File: src/sv/kfls_pkg.sv
// ----------------------------------------------------------------------------
// kfls_pkg
// Shared types and constants for the keyframe linear sampler: field widths,
// stream word layout, operation and register codes, controller states and
// the command and status bundles between controller and datapath.
// ----------------------------------------------------------------------------
package kfls_pkg;

    localparam int DEF_MAX_KEYFRAMES = 64;

    localparam int COUNT_W = 7;
    localparam int TIME_W  = 32;
    localparam int VALUE_W = 32;
    localparam int INDEX_W = 6;
    localparam int FRAC_W  = 16;
    localparam int STEP_W  = 4;

    // one table entry: time, then x, y, z, w
    localparam int ENTRY_W = TIME_W + 4 * VALUE_W;

    // input word layout
    localparam int S_INDEX_LSB = 0;
    localparam int S_ENTRY_LSB = S_INDEX_LSB + INDEX_W;
    localparam int S_QUERY_LSB = S_ENTRY_LSB + ENTRY_W;
    localparam int S_TDATA_W   = 200;
    localparam int M_TDATA_W   = 4 * VALUE_W;

    localparam int CFG_DATA_W = 32;

    // 1.0 in q16.16, one bit wider than a time
    localparam logic [TIME_W:0] ONE_Q16 = 33'h1_0000;

    localparam logic [COUNT_W-1:0] COUNT_RESET    = 7'd1;
    localparam logic [TIME_W-1:0]  MAX_TIME_RESET = 32'd0;

    localparam logic [STEP_W-1:0] DIV_LAST = STEP_W'(FRAC_W - 1);
    localparam logic [STEP_W-1:0] MIX_LAST = STEP_W'(3);

    typedef enum logic {
        OP_LOAD  = 1'b0,
        OP_QUERY = 1'b1
    } op_t;

    typedef enum logic {
        REG_KEYFRAME_COUNT = 1'b0,
        REG_MAX_TIME       = 1'b1
    } cfg_reg_t;

    typedef enum logic [3:0] {
        ST_IDLE,
        ST_SCAN,
        ST_DRAIN,
        ST_RD_LO,
        ST_RD_HI,
        ST_LATCH_HI,
        ST_CHECK,
        ST_DIV,
        ST_MIX,
        ST_MIX_END,
        ST_DONE
    } state_t;

    typedef enum logic [1:0] {
        RD_SCAN,
        RD_LO,
        RD_HI
    } rd_sel_t;

    typedef struct packed {
        logic       load;
        logic       start;
        logic       rd_en;
        rd_sel_t    rd_sel;
        logic       latch_lo;
        logic       latch_hi;
        logic       check;
        logic       div_step;
        logic       mix_mul;
        logic [1:0] mix_sel;
        logic       out_load;
    } cmd_t;

    typedef struct packed {
        logic scan_last;
        logic scan_none;
        logic exact;
        logic saturate;
        logic out_free;
    } sts_t;

endpackage

File: src/sv/kfls_ctrl.sv
// ----------------------------------------------------------------------------
// kfls_ctrl
// Sequencer for the sampler: takes input words, walks a query through the
// table scan, bound reads, divide and per-component mix, and hands the
// result to the output register.
// ----------------------------------------------------------------------------
module kfls_ctrl #(
    parameter int MAX_KEYFRAMES = kfls_pkg::DEF_MAX_KEYFRAMES
) (
    input  logic                           aclk,
    input  logic                           aresetn,
    input  logic                           s_tvalid,
    output logic                           s_tready,
    input  kfls_pkg::op_t                  s_op,
    output kfls_pkg::cmd_t                 cmd,
    input  kfls_pkg::sts_t                 sts,
    output logic [$clog2(MAX_KEYFRAMES)-1:0] scan_addr
);

    localparam int AW = $clog2(MAX_KEYFRAMES);

    kfls_pkg::state_t               state_reg, state_next;
    logic [AW-1:0]                  scan_cnt_reg, scan_cnt_next;
    logic [kfls_pkg::STEP_W-1:0]    step_reg, step_next;

    always_ff @(posedge aclk) begin
        if (!aresetn) begin
            state_reg    <= kfls_pkg::ST_IDLE;
            scan_cnt_reg <= '0;
            step_reg     <= '0;
        end else begin
            state_reg    <= state_next;
            scan_cnt_reg <= scan_cnt_next;
            step_reg     <= step_next;
        end
    end

    // next state
    always_comb begin
        state_next = state_reg;
        case (state_reg)
            kfls_pkg::ST_IDLE: begin
                if (s_tvalid && s_op == kfls_pkg::OP_QUERY) begin
                    state_next = sts.scan_none ? kfls_pkg::ST_RD_LO : kfls_pkg::ST_SCAN;
                end
            end
            kfls_pkg::ST_SCAN: begin
                if (sts.scan_last) begin
                    state_next = kfls_pkg::ST_DRAIN;
                end
            end
            kfls_pkg::ST_DRAIN:    state_next = kfls_pkg::ST_RD_LO;
            kfls_pkg::ST_RD_LO:    state_next = kfls_pkg::ST_RD_HI;
            kfls_pkg::ST_RD_HI:    state_next = kfls_pkg::ST_LATCH_HI;
            kfls_pkg::ST_LATCH_HI: state_next = kfls_pkg::ST_CHECK;
            kfls_pkg::ST_CHECK: begin
                if (sts.exact) begin
                    state_next = kfls_pkg::ST_DONE;
                end else if (sts.saturate) begin
                    state_next = kfls_pkg::ST_MIX;
                end else begin
                    state_next = kfls_pkg::ST_DIV;
                end
            end
            kfls_pkg::ST_DIV: begin
                if (step_reg == kfls_pkg::DIV_LAST) begin
                    state_next = kfls_pkg::ST_MIX;
                end
            end
            kfls_pkg::ST_MIX: begin
                if (step_reg == kfls_pkg::MIX_LAST) begin
                    state_next = kfls_pkg::ST_MIX_END;
                end
            end
            kfls_pkg::ST_MIX_END:  state_next = kfls_pkg::ST_DONE;
            kfls_pkg::ST_DONE: begin
                if (sts.out_free) begin
                    state_next = kfls_pkg::ST_IDLE;
                end
            end
            default:               state_next = kfls_pkg::ST_IDLE;
        endcase
    end

    // counters
    always_comb begin
        scan_cnt_next = scan_cnt_reg;
        step_next     = step_reg;
        case (state_reg)
            kfls_pkg::ST_IDLE:  scan_cnt_next = '0;
            kfls_pkg::ST_SCAN:  scan_cnt_next = scan_cnt_reg + AW'(1);
            kfls_pkg::ST_CHECK: step_next = '0;
            kfls_pkg::ST_DIV: begin
                step_next = (step_reg == kfls_pkg::DIV_LAST) ? '0
                                                             : step_reg + kfls_pkg::STEP_W'(1);
            end
            kfls_pkg::ST_MIX:   step_next = step_reg + kfls_pkg::STEP_W'(1);
            default: begin
                scan_cnt_next = scan_cnt_reg;
                step_next     = step_reg;
            end
        endcase
    end

    // outputs
    always_comb begin
        cmd       = '0;
        cmd.rd_sel = kfls_pkg::RD_SCAN;
        s_tready  = 1'b0;
        scan_addr = scan_cnt_reg;
        case (state_reg)
            kfls_pkg::ST_IDLE: begin
                s_tready  = 1'b1;
                cmd.load  = s_tvalid && s_op == kfls_pkg::OP_LOAD;
                cmd.start = s_tvalid && s_op == kfls_pkg::OP_QUERY;
            end
            kfls_pkg::ST_SCAN: begin
                cmd.rd_en  = 1'b1;
                cmd.rd_sel = kfls_pkg::RD_SCAN;
            end
            kfls_pkg::ST_RD_LO: begin
                cmd.rd_en  = 1'b1;
                cmd.rd_sel = kfls_pkg::RD_LO;
            end
            kfls_pkg::ST_RD_HI: begin
                cmd.rd_en    = 1'b1;
                cmd.rd_sel   = kfls_pkg::RD_HI;
                cmd.latch_lo = 1'b1;
            end
            kfls_pkg::ST_LATCH_HI: cmd.latch_hi = 1'b1;
            kfls_pkg::ST_CHECK:    cmd.check    = 1'b1;
            kfls_pkg::ST_DIV:      cmd.div_step = 1'b1;
            kfls_pkg::ST_MIX: begin
                cmd.mix_mul = 1'b1;
                cmd.mix_sel = step_reg[1:0];
            end
            kfls_pkg::ST_DONE:     cmd.out_load = sts.out_free;
            default:               cmd = '0;
        endcase
    end

`ifndef ASSERT_OFF
    ap_out_free: assert property (@(posedge aclk) disable iff (!aresetn)
        cmd.out_load |-> sts.out_free)
        else $error("result loaded while output word still held");

    ap_div_exit: assert property (@(posedge aclk) disable iff (!aresetn)
        state_reg == kfls_pkg::ST_DIV |=>
            (state_reg == kfls_pkg::ST_DIV || state_reg == kfls_pkg::ST_MIX))
        else $error("divide left to a wrong state");

    ap_scan_end: assert property (@(posedge aclk) disable iff (!aresetn)
        (state_reg == kfls_pkg::ST_SCAN && sts.scan_last) |=> state_reg == kfls_pkg::ST_DRAIN)
        else $error("scan did not stop at the last keyframe");

    ap_start: assert property (@(posedge aclk) disable iff (!aresetn)
        cmd.start |=> (state_reg == kfls_pkg::ST_SCAN || state_reg == kfls_pkg::ST_RD_LO))
        else $error("query did not enter the scan");
`endif

endmodule

File: config.mk
export PLATFORM = sky130hd
export DESIGN_NAME = kfls_ctrl
export DESIGN_NICKNAME = d
export VERILOG_FILES = /design/src/sv/kfls_pkg.sv /design/src/sv/kfls_ctrl.sv
export SDC_FILE = /design/constraint.sdc
export NUM_CORES = 1
export LEC_CHECK = 0
export BUFFER_PORTS_ARGS = -buffer_cell sky130_fd_sc_hd__buf_4
export CAP_MARGIN = 20
export CORE_UTILIZATION = 35
export CTS_BUF_LIST = sky130_fd_sc_hd__clkbuf_4 sky130_fd_sc_hd__clkbuf_8 sky130_fd_sc_hd__clkbuf_16
export DETAILED_ROUTE_END_ITERATION = 16
export PLACE_DENSITY = 0.57
export SLEW_MARGIN = 5
export SYNTH_ARGS = -nofsm -noshare
export SYNTH_HDL_FRONTEND = slang
export SYNTH_SLANG_ARGS = --single-unit
File: constraint.sdc
create_clock -name aclk -period 3.3 [get_ports aclk]
set_input_delay 0.66 -clock aclk [delete_from_list [all_inputs] [get_ports aclk]]
set_output_delay 0.66 -clock aclk [all_outputs]
set_load 0.005 [all_outputs]
==> results of run 1 <==
==> cells by family after synthesis <==
| logic type | after synthesis | synth area share |
|---|---|---|
| AOI/OAI and AO/OA | 35 | 0.243 |
| buffers and inverters | 18 | 0.0929 |
| adders and majority gates | 2 | 0.0254 |
| muxes | 1 | 0.0102 |
| DFF | 14 | 0.285 |
| and+or+nand+nor | 58 | 0.344 |
==> worst max-delay path, delay by kind of cell, from the launching register on <==
| kind | cells | cell delay (ps) |
|---|---|---|
| AND/OR/NAND/NOR | 2 | 690 |
| flip-flops | 1 | 700 |
| buffers and inverters | 2 | 190 |
==> worst paths after layout <==
kind	cells past startpoint	slack, ps	startpoint	endpoint
setup / recovery	4	780	state_reg[3]$_SDFFE_PN0P_	cmd[1]
hold / removal	2	510	scan_addr[5]$_SDFFE_PN0P_	scan_addr[5]$_SDFFE_PN0P_
setup reg to reg	3	1290	state_reg[0]$_SDFFE_PN0P_	scan_addr[5]$_SDFFE_PN0P_
hold reg to reg	2	510	scan_addr[5]$_SDFFE_PN0P_	scan_addr[5]$_SDFFE_PN0P_
==> layer usage <==
| layer | up-vias | routed length, um | global-route usage | part of all wire |
|---|---|---|---|---|
| li1 | 506 | - | - | - |
| met1 | 450 | 1140 | 0.233 | 0.48 |
| met2 | 14 | 1130 | 0.275 | 0.48 |
| met3 | 2 | 74 | 0.0574 | 0.031 |
| met4 | 0 | 12 | 0.0375 | 0.0051 |
| met5 | - | 0 | 0 | 0 |
==> metrics by stage <==
step           hold slack [ps]  power, mW  area [um2]
2_1_floorplan              467      0.452         983
3_3_place_gp               477      0.515        1170
3_5_place_dp               495      0.517        1170
4_1_cts                    511      0.649        1200
5_1_grt                    546      0.701        1200
6_report                   506      0.643        1200
==> cell usage in the layout (no fill, tap or decap), types with 2 or more instances in the layout <==
master / instances
or3_1: 2
buf_4: 28
nor2_1: 12
ha_1: 2
or4b_4: 2
a21oi_1: 6
nor2b_1: 3
nand3b_1: 3
o21ai_0: 8
and3_1: 3
inv_1: 7
nand2_1: 7
nand3_1: 4
nor4b_1: 2
nor3_1: 8
a22oi_1: 2
nand2b_1: 3
clkbuf_4: 3
dfxtp_1: 14
o21ai_1: 3
nor3b_1: 2
==> cell type report <==
| type | instances | area (um2) | share of cell area |
|---|---|---|---|
| Clock buffer | 4 | 36.3 | 0.0302 |
| Inverter | 7 | 26.3 | 0.0219 |
| Multi-Input combinational cell | 96 | 612 | 0.509 |
| Sequential cell | 14 | 280 | 0.233 |
| Tap cell | 30 | 37.5 | 0.0312 |
| Timing Repair Buffer | 28 | 210 | 0.175 |
==> where the power goes <==
| part | internal, mW | switching, mW |
|---|---|---|
| combinational | 0.136 | 0.123 |
| sequential | 0.187 | 0.0678 |
| clock | 0.0672 | 0.0614 |
==> flow_metrics.env, run 1 <==
export IMPL_post_route_period_util=0.763
export IMPL_irDropWorstVdd_v=0.000407
export IMPL_cap_violations=0
export IMPL_areaGrowthSynthToFinish_pct=22.3
export IMPL_dp_slack_ps=1100
export IMPL_cts_num_sinks=14
export IMPL_gr_total_overflow=0
export IMPL_port_buffers=28
export IMPL_crit_chain="or4b_4, inv_1, and2_1, buf_4"
export IMPL_core_um2=2570
export IMPL_hold_buffers=0
export IMPL_dieArea_um2=3030
export IMPL_nets=161
export IMPL_vias=972
export IMPL_fmax_ghz=0.397
export IMPL_path_class="flip-flop to output port"
export IMPL_yosys_register_bits=14
export IMPL_crit_arrival_ps=1860
export IMPL_antenna_found_initial=0
export IMPL_cpPeakStageDelay_ps=700
export IMPL_ys_seq_area_frac=0.285
export IMPL_cts_root_buffer_cell="clkbuf_4"
export IMPL_drt_iter0_drc=17
export IMPL_wl_per_cell_um=13.2
export IMPL_largest_register_ffs=6
export IMPL_synth_area_per_cell_um2=7.68
export IMPL_clockBufferDepth=2
export IMPL_initial_core_util=0.383
export IMPL_p_leak_nw=0.503
export IMPL_numCtsBuffers=3
export IMPL_synth_edf_count=0
export IMPL_clock_latency_ps=280
export IMPL_period_needed_ps=2520
export IMPL_die_h_um=55.0
export IMPL_yosys_warnings=0
export IMPL_grt_pass1_wl_um=3750
export IMPL_first_global_vias=820
export IMPL_postCtsSetupBuffers=0
export IMPL_critPathRequiredTime_ps=2640
export IMPL_h_tree_depth=1
export IMPL_ys_top_cells_by_count="dfxtp_1 (14), nor2_1 (12), nor3_1 (8), o21ai_0 (8)"
export IMPL_endpoint_kind="output port"
export IMPL_wl_um=2360
export IMPL_grt_max_degree=23
export IMPL_crit_fanout=22
export IMPL_io_pins=29
export IMPL_syn_inst=128
export IMPL_synth_async_reset_ratio=0
export IMPL_worst_path_max_delay_cell="dfxtp_1"
export IMPL_start_kind="flip-flop"
export IMPL_dp_cells=175
export IMPL_yosys_area_top_type="dfxtp_1"
export IMPL_tightest_slew_ps=591
export IMPL_netlist_area_um2=983
export IMPL_diodes=0
export IMPL_cts_tree="done"
export IMPL_slew_violations=0
export IMPL_power_density_nw_per_um2=535
export IMPL_die_w_um=55.0
export IMPL_fillers=289
export IMPL_relSlewSlack=0.602
export IMPL_place_hpwl_um=1720
export IMPL_fin_worst_skew_ps=3.75
export IMPL_drive_above_1_share=0.242
export IMPL_utilization=0.468
export IMPL_ys_flop_type="dfxtp_1"
export IMPL_viasPerCell=5.43
export IMPL_status="completed"
export IMPL_synth_fp_nets=139
export IMPL_cts_repair_resized=0
export IMPL_antenna_left=0
export IMPL_yosysMostFrequentCell="dfxtp_1"
export IMPL_synth_cell_types=47
export IMPL_drcViolationCount=0
export IMPL_final_hold_viol_count=0
export IMPL_tns_ps=0
export IMPL_path_clk_slew_ps=90
export IMPL_setup_ws_ps=782
export IMPL_rows=18
export IMPL_routabilityCongestion=0.712
export IMPL_synthTopCellsByArea="dfxtp_1 (28%), nor2_1 (4.6%), nor3_1 (4.1%)"
export IMPL_rsz0062_at_grt="false"
export IMPL_synth_top_area_frac=0.285
export IMPL_grt_util_all_layers=0.175
export IMPL_setup_viol=0
export IMPL_finalNonFillerCells=179
export IMPL_drt_pass1_iter_count=4
export IMPL_hp_class="flip-flop to flip-flop"
Power figures use the tool's default switching activity.
==> run 2: changes to the inputs <==
==> constraint.sdc (replaced) <==
create_clock -name aclk -period 2.55 [get_ports aclk]
set_input_delay 0.51 -clock aclk [delete_from_list [all_inputs] [get_ports aclk]]
set_output_delay 0.51 -clock aclk [all_outputs]
set_load 0.005 [all_outputs]
==> run 2 against run 1 <==
  * Worst setup slack worse by 470 ps
  * Register-to-register slack worse by 770 ps
  * Critical path depth unchanged
  * Combinational power up 39%
  * Via count up 0.72%
  * Critical path type unchanged
  * Critical endpoint unchanged
==> flow_metrics.env, run 2 (synthesis gave the netlist of run 1 again) <==
export IMPL_place_area_um2=1180
export IMPL_period_needed_ps=2240
export IMPL_r2r_start="state_reg[0]$_SDFFE_PN0P_"
export IMPL_fmax_ghz=0.447
export IMPL_hold_depth=2
export IMPL_drt_iter0_drc=16
export IMPL_h_tree_depth=1
export IMPL_drt_pass1_iter_count=4
export IMPL_hold_path_end="step_reg[2]$_SDFFE_PN0P_"
export IMPL_worst_path_max_delay_cell="or4b_4"
export IMPL_layout_commonest_cell="buf_4"
export IMPL_crit_arrival_ps=1730
export IMPL_grt_pass1_wl_um=3710
export IMPL_rows=18
export IMPL_diodes=0
export IMPL_final_cell_mix="buf_4 (30), dfxtp_1 (14), nor2_1 (12)"
export IMPL_wl_um=2290
export IMPL_viasPerCell=5.41
export IMPL_nets=163
export IMPL_path_class="flip-flop to output port"
export IMPL_start_kind="flip-flop"
export IMPL_hold_start="aresetn"
export IMPL_io_pins=29
export IMPL_p_sw_uw=325
export IMPL_power_density_nw_per_um2=690
export IMPL_finalNonFillerCells=181
export IMPL_postCtsSetupBuffers=0
export IMPL_fin_area_um2=1220
export IMPL_status="completed"
export IMPL_cap_violations=0
export IMPL_setup_ws_ps=313
export IMPL_gr_total_overflow=0
export IMPL_drcViolationCount=0
export IMPL_cts_tree="done"
export IMPL_endpoint_kind="output port"
export IMPL_rrSetupSlack_ps=520
export IMPL_final_hold_viol_count=0
export IMPL_clock_latency_ps=280
export IMPL_cts_root_buffer_cell="clkbuf_4"
export IMPL_largest_register_ffs=6
export IMPL_initial_core_util=0.383
export IMPL_grt_util_all_layers=0.171
export IMPL_hp_class="input port to flip-flop"
export IMPL_drive_above_1_share=0.252
export IMPL_relSlewSlack=0.628
export IMPL_crit_chain="or4b_4, inv_1, and2_1, buf_4"
export IMPL_cts_num_sinks=14
export IMPL_pwr_share_comb=0.428
export IMPL_antenna_found_initial=0
export IMPL_core_um2=2570
export IMPL_dp_slack_ps=565
export IMPL_routabilityCongestion=0.755
export IMPL_wl_per_cell_um=12.6
export IMPL_tightest_slew_ps=557
export IMPL_post_route_period_util=0.877
export IMPL_power_frac_seq=0.378
export IMPL_r2r_end="scan_addr[5]$_SDFFE_PN0P_"
export IMPL_fin_worst_skew_ps=6.29
export IMPL_critPathRequiredTime_ps=2040
export IMPL_irDropWorstVdd_v=0.000455
export IMPL_cpPeakStageDelay_ps=650
export IMPL_rr_worst_depth=3
export IMPL_p_clk_frac=0.193
export IMPL_clockBufferDepth=2
export IMPL_grt_max_degree=20
export IMPL_antenna_left=0
export IMPL_areaGrowthSynthToFinish_pct=23.8
export IMPL_port_buffers=28
export IMPL_hold_buffers=0
export IMPL_rsz0062_at_grt="false"
export IMPL_die_h_um=55.0
export IMPL_dp_cells=177
export IMPL_slew_violations=0
export IMPL_cts_repair_resized=0
export IMPL_crit_fanout=18
export IMPL_first_global_vias=827
export IMPL_utilization=0.474
export IMPL_p_int_uw=515
export IMPL_swShare=0.387
export IMPL_tns_ps=0
export IMPL_setup_viol=0
export IMPL_vias=979
export IMPL_path_clk_slew_ps=90
export IMPL_place_hpwl_um=1690
export IMPL_die_w_um=55.0
export IMPL_p_leak_nw=0.514
export IMPL_dieArea_um2=3030
export IMPL_numCtsBuffers=3
## run 2: power by group through the flow
stage	Clock, mW	Combinational [mW]	Sequential [mW]
after floorplan	0	0.325	0.260
after global placement	0	0.357	0.321
after detailed placement	0	0.361	0.322
after CTS	0.167	0.362	0.318
after global routing	0.178	0.400	0.331
final	0.163	0.360	0.318
## run 2: metal layers
layer	track usage	share of wire	up-vias
met3	0.0492	0.035	2
met2	0.249	0.44	18
met4	0.0375	0.0061	0
met5	0	0	-
li1	-	-	518
met1	0.245	0.52	441
## run 2: cell type report
class | count | area (um2)
Sequential cell | 14 | 280
Inverter | 7 | 26.3
Multi-Input combinational cell | 96 | 612
Fill cell | 284 | 1350
Tap cell | 30 | 37.5
Clock buffer | 4 | 36.3
Timing Repair Buffer | 30 | 225
## run 2: how the worst max path moves through the flow
stage                               from                        end  slack (ps)  cells past startpoint
4_1_cts        state_reg[0]$_SDFFE_PN0P_                     cmd[1]         310                      4
6_report       state_reg[0]$_SDFFE_PN0P_                     cmd[1]         310                      4
3_3_place_gp   state_reg[0]$_SDFFE_PN0P_  scan_addr[5]$_SDFFE_PN0P_         590                      3
3_5_place_dp   state_reg[0]$_SDFFE_PN0P_  scan_addr[5]$_SDFFE_PN0P_         570                      3
5_1_grt        state_reg[0]$_SDFFE_PN0P_                     cmd[1]         160                      4
2_1_floorplan  state_reg[1]$_SDFFE_PN0P_                     cmd[1]         840                      4
## run 2: metrics by stage
step / total power [mW] / hold slack (ps)
after detailed placement: 0.683 / 497
after global placement: 0.678 / 481
final: 0.840 / 501
after floorplan: 0.585 / 467
after global routing: 0.909 / 495
after CTS: 0.847 / 494
## run 2: critical path: cells and delay by family (launching register included)
family,cells,cell delay [ps]
AND/OR/NAND/NOR,2,770
flip-flops,1,490
buffers and inverters,2,190
